File: config.mk
export PLATFORM = sky130hd
export DESIGN_NAME = wws_front
export DESIGN_NICKNAME = d
export VERILOG_FILES = /design/src/windowed_waveform_statistics_macros.svh /design/src/wws_pkg.sv /design/src/wws_front.sv
export SDC_FILE = /design/constraint.sdc
export NUM_CORES = 1
export LEC_CHECK = 0
export BUFFER_PORTS_ARGS = -buffer_cell sky130_fd_sc_hd__buf_2
export CORE_MARGIN = 4
export CORE_UTILIZATION = 41
export DETAILED_ROUTE_END_ITERATION = 16
export PLACE_DENSITY_LB_ADDON = 0.05
export REMOVE_ABC_BUFFERS = 1
export SLEW_MARGIN = 20
export SYNTH_ARGS = -nofsm -noshare
export SYNTH_HDL_FRONTEND = slang
export SYNTH_SLANG_ARGS = --single-unit
File: constraint.sdc
create_clock -name clock -period 1.81 [get_ports clock]
set_input_delay 0.0905 -clock clock [delete_from_list [all_inputs] [get_ports clock]]
set_output_delay 0.0905 -clock clock [all_outputs]
set_load 0.01 [all_outputs]
File: src/windowed_waveform_statistics_macros.svh
// assertion helpers for the block's modules, included by wws_back
`ifndef WINDOWED_WAVEFORM_STATISTICS_MACROS_SVH
`define WINDOWED_WAVEFORM_STATISTICS_MACROS_SVH

// same-cycle implication, clocked on clock, off during reset
`define WWS_ASSERT_IMPLY(label, ante, cons) \
   label: assert property (@(posedge clock) disable iff (reset) (ante) |-> (cons)) \
      else $error("wws assertion failed");

// next-cycle implication, clocked on clock, off during reset
`define WWS_ASSERT_NEXT(label, ante, cons) \
   label: assert property (@(posedge clock) disable iff (reset) (ante) |=> (cons)) \
      else $error("wws assertion failed");

`endif

File: src/wws_pkg.sv
`default_nettype none

package wws_pkg;

   localparam int unsigned TIME_W     = 24;
   localparam int unsigned VALUE_W    = 16;
   localparam int unsigned AREA_W     = VALUE_W + TIME_W + 2;
   localparam int unsigned SQ_W       = 2 * VALUE_W + TIME_W + 1;
   localparam int unsigned OUT_W      = 48;
   localparam int unsigned MODE_W     = 3;
   localparam int unsigned CSR_IDX_W  = 2;
   localparam int unsigned CSR_DATA_W = 24;
   localparam int unsigned SUM_W      = VALUE_W + 1;
   localparam int unsigned SQSUM_W    = 2 * VALUE_W;
   localparam int unsigned PSQ_W      = SQSUM_W + TIME_W;
   localparam int unsigned DIVISOR_W  = TIME_W + 1;
   localparam int unsigned ROOT_W     = (SQ_W + 1) / 2;
   localparam int unsigned STEP_CNT_W = $clog2(SQ_W);
   localparam int unsigned FIFO_DEPTH = 4;
   localparam int unsigned FIFO_PTR_W = $clog2(FIFO_DEPTH);

   typedef logic [MODE_W-1:0] mode_type;

   localparam mode_type MODE_MIN   = 3'd0;
   localparam mode_type MODE_MAX   = 3'd1;
   localparam mode_type MODE_P2P   = 3'd2;
   localparam mode_type MODE_AVG   = 3'd3;
   localparam mode_type MODE_RMS   = 3'd4;
   localparam mode_type MODE_INTEG = 3'd5;

   localparam logic [CSR_IDX_W-1:0] CSR_MODE   = 2'd0;
   localparam logic [CSR_IDX_W-1:0] CSR_WSTART = 2'd1;
   localparam logic [CSR_IDX_W-1:0] CSR_WEND   = 2'd2;

   typedef struct packed {
      logic [TIME_W-1:0]         stime;
      logic signed [VALUE_W-1:0] value;
      logic                      in_window;
      logic                      last;
   } sample_type;

   typedef enum logic [2:0] {
      ST_RUN,
      ST_PREP,
      ST_DIV,
      ST_SQRT,
      ST_OUT
   } fin_state_type;

endpackage

`default_nettype wire

File: src/wws_front.sv
`default_nettype none

module wws_front (
   input  wire logic                                  clock,
   input  wire logic                                  reset,
   input  wire logic                                  req_valid,
   output logic                                       req_stall,
   input  wire logic [wws_pkg::TIME_W-1:0]            req_sample_time,
   input  wire logic signed [wws_pkg::VALUE_W-1:0]    req_sample_value,
   input  wire logic                                  req_last_sample,
   input  wire logic                                  csr_write,
   input  wire logic [wws_pkg::CSR_IDX_W-1:0]         csr_index,
   input  wire logic [wws_pkg::CSR_DATA_W-1:0]        csr_data,
   input  wire logic                                  queue_full,
   output logic                                       queue_push,
   output wws_pkg::sample_type                        queue_entry,
   output wws_pkg::mode_type                          mode
);

   wws_pkg::mode_type               mode_ff, mode_in;
   logic [wws_pkg::TIME_W-1:0]      wstart_ff, wstart_in;
   logic [wws_pkg::TIME_W-1:0]      wend_ff, wend_in;

   always_comb begin
      mode_in   = mode_ff;
      wstart_in = wstart_ff;
      wend_in   = wend_ff;
      if (csr_write) begin
         case (csr_index)
            wws_pkg::CSR_MODE:   mode_in   = csr_data[wws_pkg::MODE_W-1:0];
            wws_pkg::CSR_WSTART: wstart_in = csr_data[wws_pkg::TIME_W-1:0];
            wws_pkg::CSR_WEND:   wend_in   = csr_data[wws_pkg::TIME_W-1:0];
            default: ;
         endcase
      end
   end

   always_ff @(posedge clock) begin
      if (reset) begin
         mode_ff   <= wws_pkg::MODE_MIN;
         wstart_ff <= '0;
         wend_ff   <= '1;
      end else begin
         mode_ff   <= mode_in;
         wstart_ff <= wstart_in;
         wend_ff   <= wend_in;
      end
   end

   // window test at transfer time
   always_comb begin
      req_stall             = queue_full;
      queue_push            = req_valid && !queue_full;
      queue_entry.stime     = req_sample_time;
      queue_entry.value     = req_sample_value;
      queue_entry.last      = req_last_sample;
      queue_entry.in_window = (req_sample_time >= wstart_ff) && (req_sample_time <= wend_ff);
      mode                  = mode_ff;
   end

endmodule

`default_nettype wire

==> results of run 1 <==
==> Yosys cell counts, types with 2 or more instances <==
cell type / instances / share of area
nor2_1: 32 / 0.037
o21ai_0: 4 / 0.0061
clkbuf_1: 15 / 0.017
nor2b_1: 3 / 0.0058
buf_4: 42 / 0.097
a211o_1: 25 / 0.067
a211oi_1: 2 / 0.0046
dfxtp_1: 51 / 0.31
o211ai_1: 2 / 0.0046
nand3_1: 4 / 0.0061
mux2i_1: 3 / 0.0092
inv_1: 49 / 0.056
nand4_1: 8 / 0.015
a21oi_1: 40 / 0.061
nand2_1: 61 / 0.070
ha_1: 48 / 0.18
a21o_1: 4 / 0.0092
==> through the flow <==
stage                     hold WS (ns)  setup WS, ns  instances  instance area, sq um
final                           0.0115        -0.729        592                  4070
after global routing            0.0113        -0.811        592                  4070
after CTS                      0.00692        -0.658        591                  4000
after detailed placement         0.181        -0.405        562                  3650
after global placement           0.181        -0.316        562                  3650
after floorplan                  0.160        -0.124        350                  2880
==> sequential cells by signal, indices dropped and copies added (netlist names) <==
signal	count
mode	3
wstart_ff	24
wend_ff	24
==> power breakdown <==
| group | total, mW | switching (mW) | internal, mW |
|---|---|---|---|
| Combinational | 0.569 | 0.288 | 0.281 |
| Sequential | 1.19 | 0.0167 | 1.17 |
| Clock | 0.732 | 0.419 | 0.313 |
==> what timing repair did <==
item                       4_1_cts  5_1_grt
setup buffers                    0        1
setup endpoints to repair        1        1
resized for setup                7       13
hold endpoints to repair        22        0
pin swaps                        7        8
hold buffers                    21        0
==> final cells by class <==
cell class,instances,area (sq um)
tap,102,128
clock buffer,6,82.6
clock inverter,2,16.3
fill,773,3660
sequential,51,1030
timing repair buffer,132,858
multi-input combinational,250,1780
inverter,49,184
==> how the worst max path moves through the flow <==
stage                                         from        endpoint  slack [ns]
after floorplan           wend_ff[19]$_SDFFE_PP1P_  queue_entry[1]       -0.12
after global placement    wend_ff[19]$_SDFFE_PP1P_  queue_entry[1]       -0.32
after detailed placement  wend_ff[17]$_SDFFE_PP1P_  queue_entry[1]       -0.41
after CTS                 wend_ff[22]$_SDFFE_PP1P_  queue_entry[1]       -0.66
after global routing      wend_ff[18]$_SDFFE_PP1P_  queue_entry[1]       -0.81
final                     wend_ff[18]$_SDFFE_PP1P_  queue_entry[1]       -0.73
==> metal layers <==
layer,GRT usage,vias up,share of wire,wire length (microns)
met3,0.0510,8,0.062,494
li1,-,1487,-,-
met4,0.0454,0,0.012,97
met1,0.207,1262,0.46,3630
met2,0.290,81,0.47,3730
met5,0.00549,-,0,0
==> cells by family after synthesis <==
group                      after synthesis  share of synthesized area
adders and majority gates               48                      0.184
buffers and inverters                  107                      0.172
and+or+nand+nor                        117                      0.155
AOI/OAI and AO/OA                       82                      0.166
muxes                                    3                    0.00922
DFF                                     51                      0.313
==> worst reg2reg max path, cell delays in order, from the launching register on <==
cell	delay, ns
dfxtp_2	0.33
inv_2	0.07
buf_4	0.10
nor2_1	0.03
a211o_1	0.27
==> flow_metrics.env, run 1 <==
export IMPL_status="complete, but fails checks"
export IMPL_violations="setup timing"
export IMPL_syn_cell_area_sq_um=3260
export IMPL_drv_slew=0
export IMPL_hold_viol_final=0
export IMPL_whs_path_depth=2
export IMPL_startpoint_type="register"
export IMPL_nets=609
export IMPL_cts_inserted_buffers=5
export IMPL_max_freq_mhz=394
export IMPL_final_setup_worst_slack_ns=-0.729
export IMPL_grt_pass1_vias=2897
export IMPL_path_max_fanout=2
export IMPL_place_congestion=0.736
export IMPL_drv_cap=0
export IMPL_grt_pass1_wl_mm=13.2
export IMPL_dr_total_vias=2838
export IMPL_ys_async_sr_fraction=0
export IMPL_hold_class="in2reg"
export IMPL_crit_buf_inv=2
export IMPL_power_mw=2.49
export IMPL_antennaDiodeCount=0
export IMPL_clock_root_buffer="clkbuf_8"
export IMPL_io_pins=119
export IMPL_clkLatencyLatePin_ns=0.32
export IMPL_core_sq_um=7730
export IMPL_synthCells=408
export IMPL_drc=0
export IMPL_worstHoldEndpoint="wend_ff[23]$_SDFFE_PP1P_"
export IMPL_rows=32
export IMPL_wirelength_mm=7.96
export IMPL_synth_top_flop_cell="dfxtp_1"
export IMPL_required_ns=1.72
export IMPL_crit_type="reg2out"
export IMPL_ys_seq_area_frac=0.313
export IMPL_antenna_left=0
export IMPL_finalSetupViolations=1
export IMPL_grt_max_degree=52
export IMPL_synth_area_per_cell_sq_um=7.98
export IMPL_gr_usage_all_layers=0.170
export IMPL_drive_above_1_share=0.286
export IMPL_reg2regPathDepth=4
export IMPL_critical_path_depth=9
export IMPL_cts_max_level=2
export IMPL_final_util=0.527
export IMPL_power_leakage_nw=1.95
export IMPL_area_growth_pct=25.0
export IMPL_dr_first_iter_drc_count=54
export IMPL_slowest_delay_ns=0.41
export IMPL_cts_tree="built"
export IMPL_critPathCaptureType="output port"
export IMPL_ys_seq_elements=51
export IMPL_final_cell_mix="84 x buf_2, 60 x nand2_1, 46 x dfxtp_1"
export IMPL_portBuffers=84
export IMPL_synth_cell_types=32
export IMPL_die_x_microns=97.1
export IMPL_final_common_cell="buf_2"
export IMPL_fin_tns_setup_ns=-0.729
export IMPL_reg2reg_slack_ns=0.90
export IMPL_peakVddDrop_mv=0.352
export IMPL_viasPerCell=4.79
export IMPL_grt_overflow=0
export IMPL_holdCritStartpoint="csr_data[23]"
export IMPL_post_route_period_util=1.40
export IMPL_crit_slowest_cell="or3_1"
export IMPL_synth_edf_count=0
export IMPL_crit_chain="inv_2, ha_4, and3_4, nand2_4, nor4_4, nand4_1, or3_1, a32oi_1, buf_2"
export IMPL_final_setup_skew_ns=0
export IMPL_dieArea_sq_um=9430
export IMPL_antenna_found_initial=0
export IMPL_dp_hpwl_mm=5.75
export IMPL_cp_top_family="simple AND/OR/NAND/NOR gates"
export IMPL_reg2reg_to="wend_ff[17]$_SDFFE_PP1P_"
export IMPL_synth_warnings=0
export IMPL_die_h_microns=97.1
export IMPL_worstMarginPinSlew_ns=0.601
export IMPL_period_minus_slack_ns=2.54
export IMPL_clkSinkCount=51
export IMPL_clockBufferDepth=2
export IMPL_clkTransAtPathRegs_ns=0.10
export IMPL_start_util=0.421
export IMPL_wl_per_cell_microns=13.4
export IMPL_rsz0062_at_grt="true"
export IMPL_worst_ep_arrival_time_ns=2.45
export IMPL_p_per_area_nw_per_um2=611
export IMPL_dr_pass1_iters=6
export IMPL_r2r_start="wend_ff[17]$_SDFFE_PP1P_"
export IMPL_max_slew_margin=0.598
(Power assumes the default switching activity.)
==> run 2: changes to the inputs <==
CORE_UTILIZATION = 45   (was 41)
RECOVER_POWER = 50   (was not set)
==> flow_metrics.env, run 2 (same netlist as run 1, synthesis figures left out) <==
export IMPL_max_slew_margin=0.333
export IMPL_power_leakage_nw=1.85
export IMPL_wl_per_cell_microns=13.0
export IMPL_core_sq_um=6910
export IMPL_required_ns=1.72
export IMPL_grt_pass1_wl_mm=12.5
export IMPL_worstMarginPinSlew_ns=1.00
export IMPL_final_cells=583
export IMPL_peakVddDrop_mv=0.305
export IMPL_cts_max_level=2
export IMPL_dr_total_vias=2795
export IMPL_max_freq_mhz=415
export IMPL_viasPerCell=4.79
export IMPL_clkSinkCount=51
export IMPL_period_minus_slack_ns=2.41
export IMPL_drive_above_1_share=0.218
export IMPL_reg2reg_to="wend_ff[22]$_SDFFE_PP1P_"
export IMPL_endpoint="queue_entry[1]"
export IMPL_route_met3_wl_microns=491
export IMPL_hold_viol_final=0
export IMPL_area_growth_pct=20.2
export IMPL_multiInputGateArea_sq_um=1740
export IMPL_dieArea_sq_um=8660
export IMPL_clkTransAtPathRegs_ns=0.09
export IMPL_crit_type="reg2out"
export IMPL_register_area_sq_um=1020
export IMPL_cts_tree="built"
export IMPL_dp_hpwl_mm=5.71
export IMPL_wirelength_mm=7.59
export IMPL_finalSetupViolations=1
export IMPL_dpl_cell_count=560
export IMPL_grt_pass1_vias=2712
export IMPL_final_setup_skew_ns=0
export IMPL_path_max_fanout=2
export IMPL_rows=30
export IMPL_critPathCaptureType="output port"
export IMPL_antenna_found_initial=0
export IMPL_worst_ep_arrival_time_ns=2.32
export IMPL_dr_pass1_iters=4
export IMPL_highest_layer="met4"
export IMPL_rsz0062_at_grt="true"
export IMPL_final_util=0.567
export IMPL_startpoint_type="register"
export IMPL_reg2regPathDepth=4
export IMPL_wl_met2_mm=3.46
export IMPL_antenna_left=0
export IMPL_cts_inserted_buffers=5
export IMPL_critPathLaunch="wend_ff[22]$_SDFFE_PP1P_"
export IMPL_reg2reg_slack_ns=0.89
export IMPL_die_x_microns=93.1
export IMPL_drv_cap=0
export IMPL_nets=606
export IMPL_die_h_microns=93.1
export IMPL_start_util=0.472
export IMPL_grt_overflow=0
export IMPL_clock_root_buffer="clkbuf_8"
export IMPL_num_fill_cells=694
export IMPL_clkLatencyLatePin_ns=0.30
export IMPL_dr_first_iter_drc_count=51
export IMPL_hold_class="in2reg"
export IMPL_drc=0
export IMPL_grt_max_degree=49
export IMPL_status="complete, but fails checks"
export IMPL_place_congestion=0.768
export IMPL_clockBufferDepth=2
export IMPL_portBuffers=84
export IMPL_fin_tns_setup_ns=-0.598
export IMPL_post_route_period_util=1.33
export IMPL_met1_length_mm=3.55
export IMPL_violations="setup timing"
export IMPL_antennaDiodeCount=0
export IMPL_final_cell_mix="60 x nand2_1, 56 x buf_2, 48 x dfxtp_1"
export IMPL_io_pins=119
export IMPL_p_per_area_nw_per_um2=609
export IMPL_final_setup_worst_slack_ns=-0.598
export IMPL_r2r_start="wend_ff[22]$_SDFFE_PP1P_"
export IMPL_drv_slew=0
export IMPL_final_common_cell="nand2_1"
export IMPL_gr_usage_all_layers=0.180
## run 2: critical path: stages (launching register included)
cell and delay [ns]:
dfxtp_2 0.33, inv_2 0.04, ha_4 0.25, nand4_1 0.17
nor4_4 0.35, nand4_1 0.14, or3_1 0.37, a32oi_1 0.19
buf_2 0.17
## run 2: report_power, final
part	total [mW]	internal [mW]	leakage [nW]	switching, mW
registers	1.18	1.17	0.415	0.0159
logic	0.543	0.262	1.39	0.281
clock network	0.659	0.273	0.0422	0.386
total	2.39	1.70	1.85	0.683
## run 2: worst min path at each step
stage	startpoint	to	slack [ns]	depth (start not counted)
floorplan	reset	wstart_ff[0]$_SDFFE_PP0P_	0.16	1
finish	csr_data[19]	wend_ff[19]$_SDFFE_PP1P_	0.01	2
global placement	req_sample_value[10]	queue_entry[12]	0.18	0
CTS	csr_data[17]	wend_ff[17]$_SDFFE_PP1P_	0.001	2
global route	csr_data[16]	wend_ff[16]$_SDFFE_PP1P_	0.01	2
detailed placement	req_sample_value[10]	queue_entry[12]	0.18	0
## run 2: repair_timing
| item | 4_1_cts | 5_1_grt |
|---|---|---|
| endpoints found under the hold margin | 14 | 0 |
| pin swaps | 6 | 1 |
| endpoints found under the setup margin | 1 | 1 |
| setup buffers | 1 | 0 |
| hold buffers | 14 | 0 |
| resized for setup | 7 | 8 |
## run 2: per-layer routing
metal	vias up	GRT usage
li1	1478	-
met1	1229	0.231
met2	77	0.293
met3	11	0.0555
met4	0	0.0476
met5	-	0
## run 2: cell type report
class / instances / area share
Timing Repair Buffer: 129 / 0.196
Clock inverter: 1 / 0.00128
Multi-Input combinational cell: 250 / 0.444
Tap cell: 96 / 0.0307
Clock buffer: 7 / 0.0195
Sequential cell: 51 / 0.262
Inverter: 49 / 0.0470
## run 2: per-stage QoR
step,power (mW),cell area [sq um],hold WS (ns),worst slack [ns]
floorplan,1.44,2880,0.160,-0.124
global placement,1.72,3670,0.181,-0.320
detailed placement,1.73,3670,0.181,-0.386
CTS,2.43,3940,0.00124,-0.620
global route,2.55,3920,0.0110,-0.740
finish,2.39,3920,0.0101,-0.598
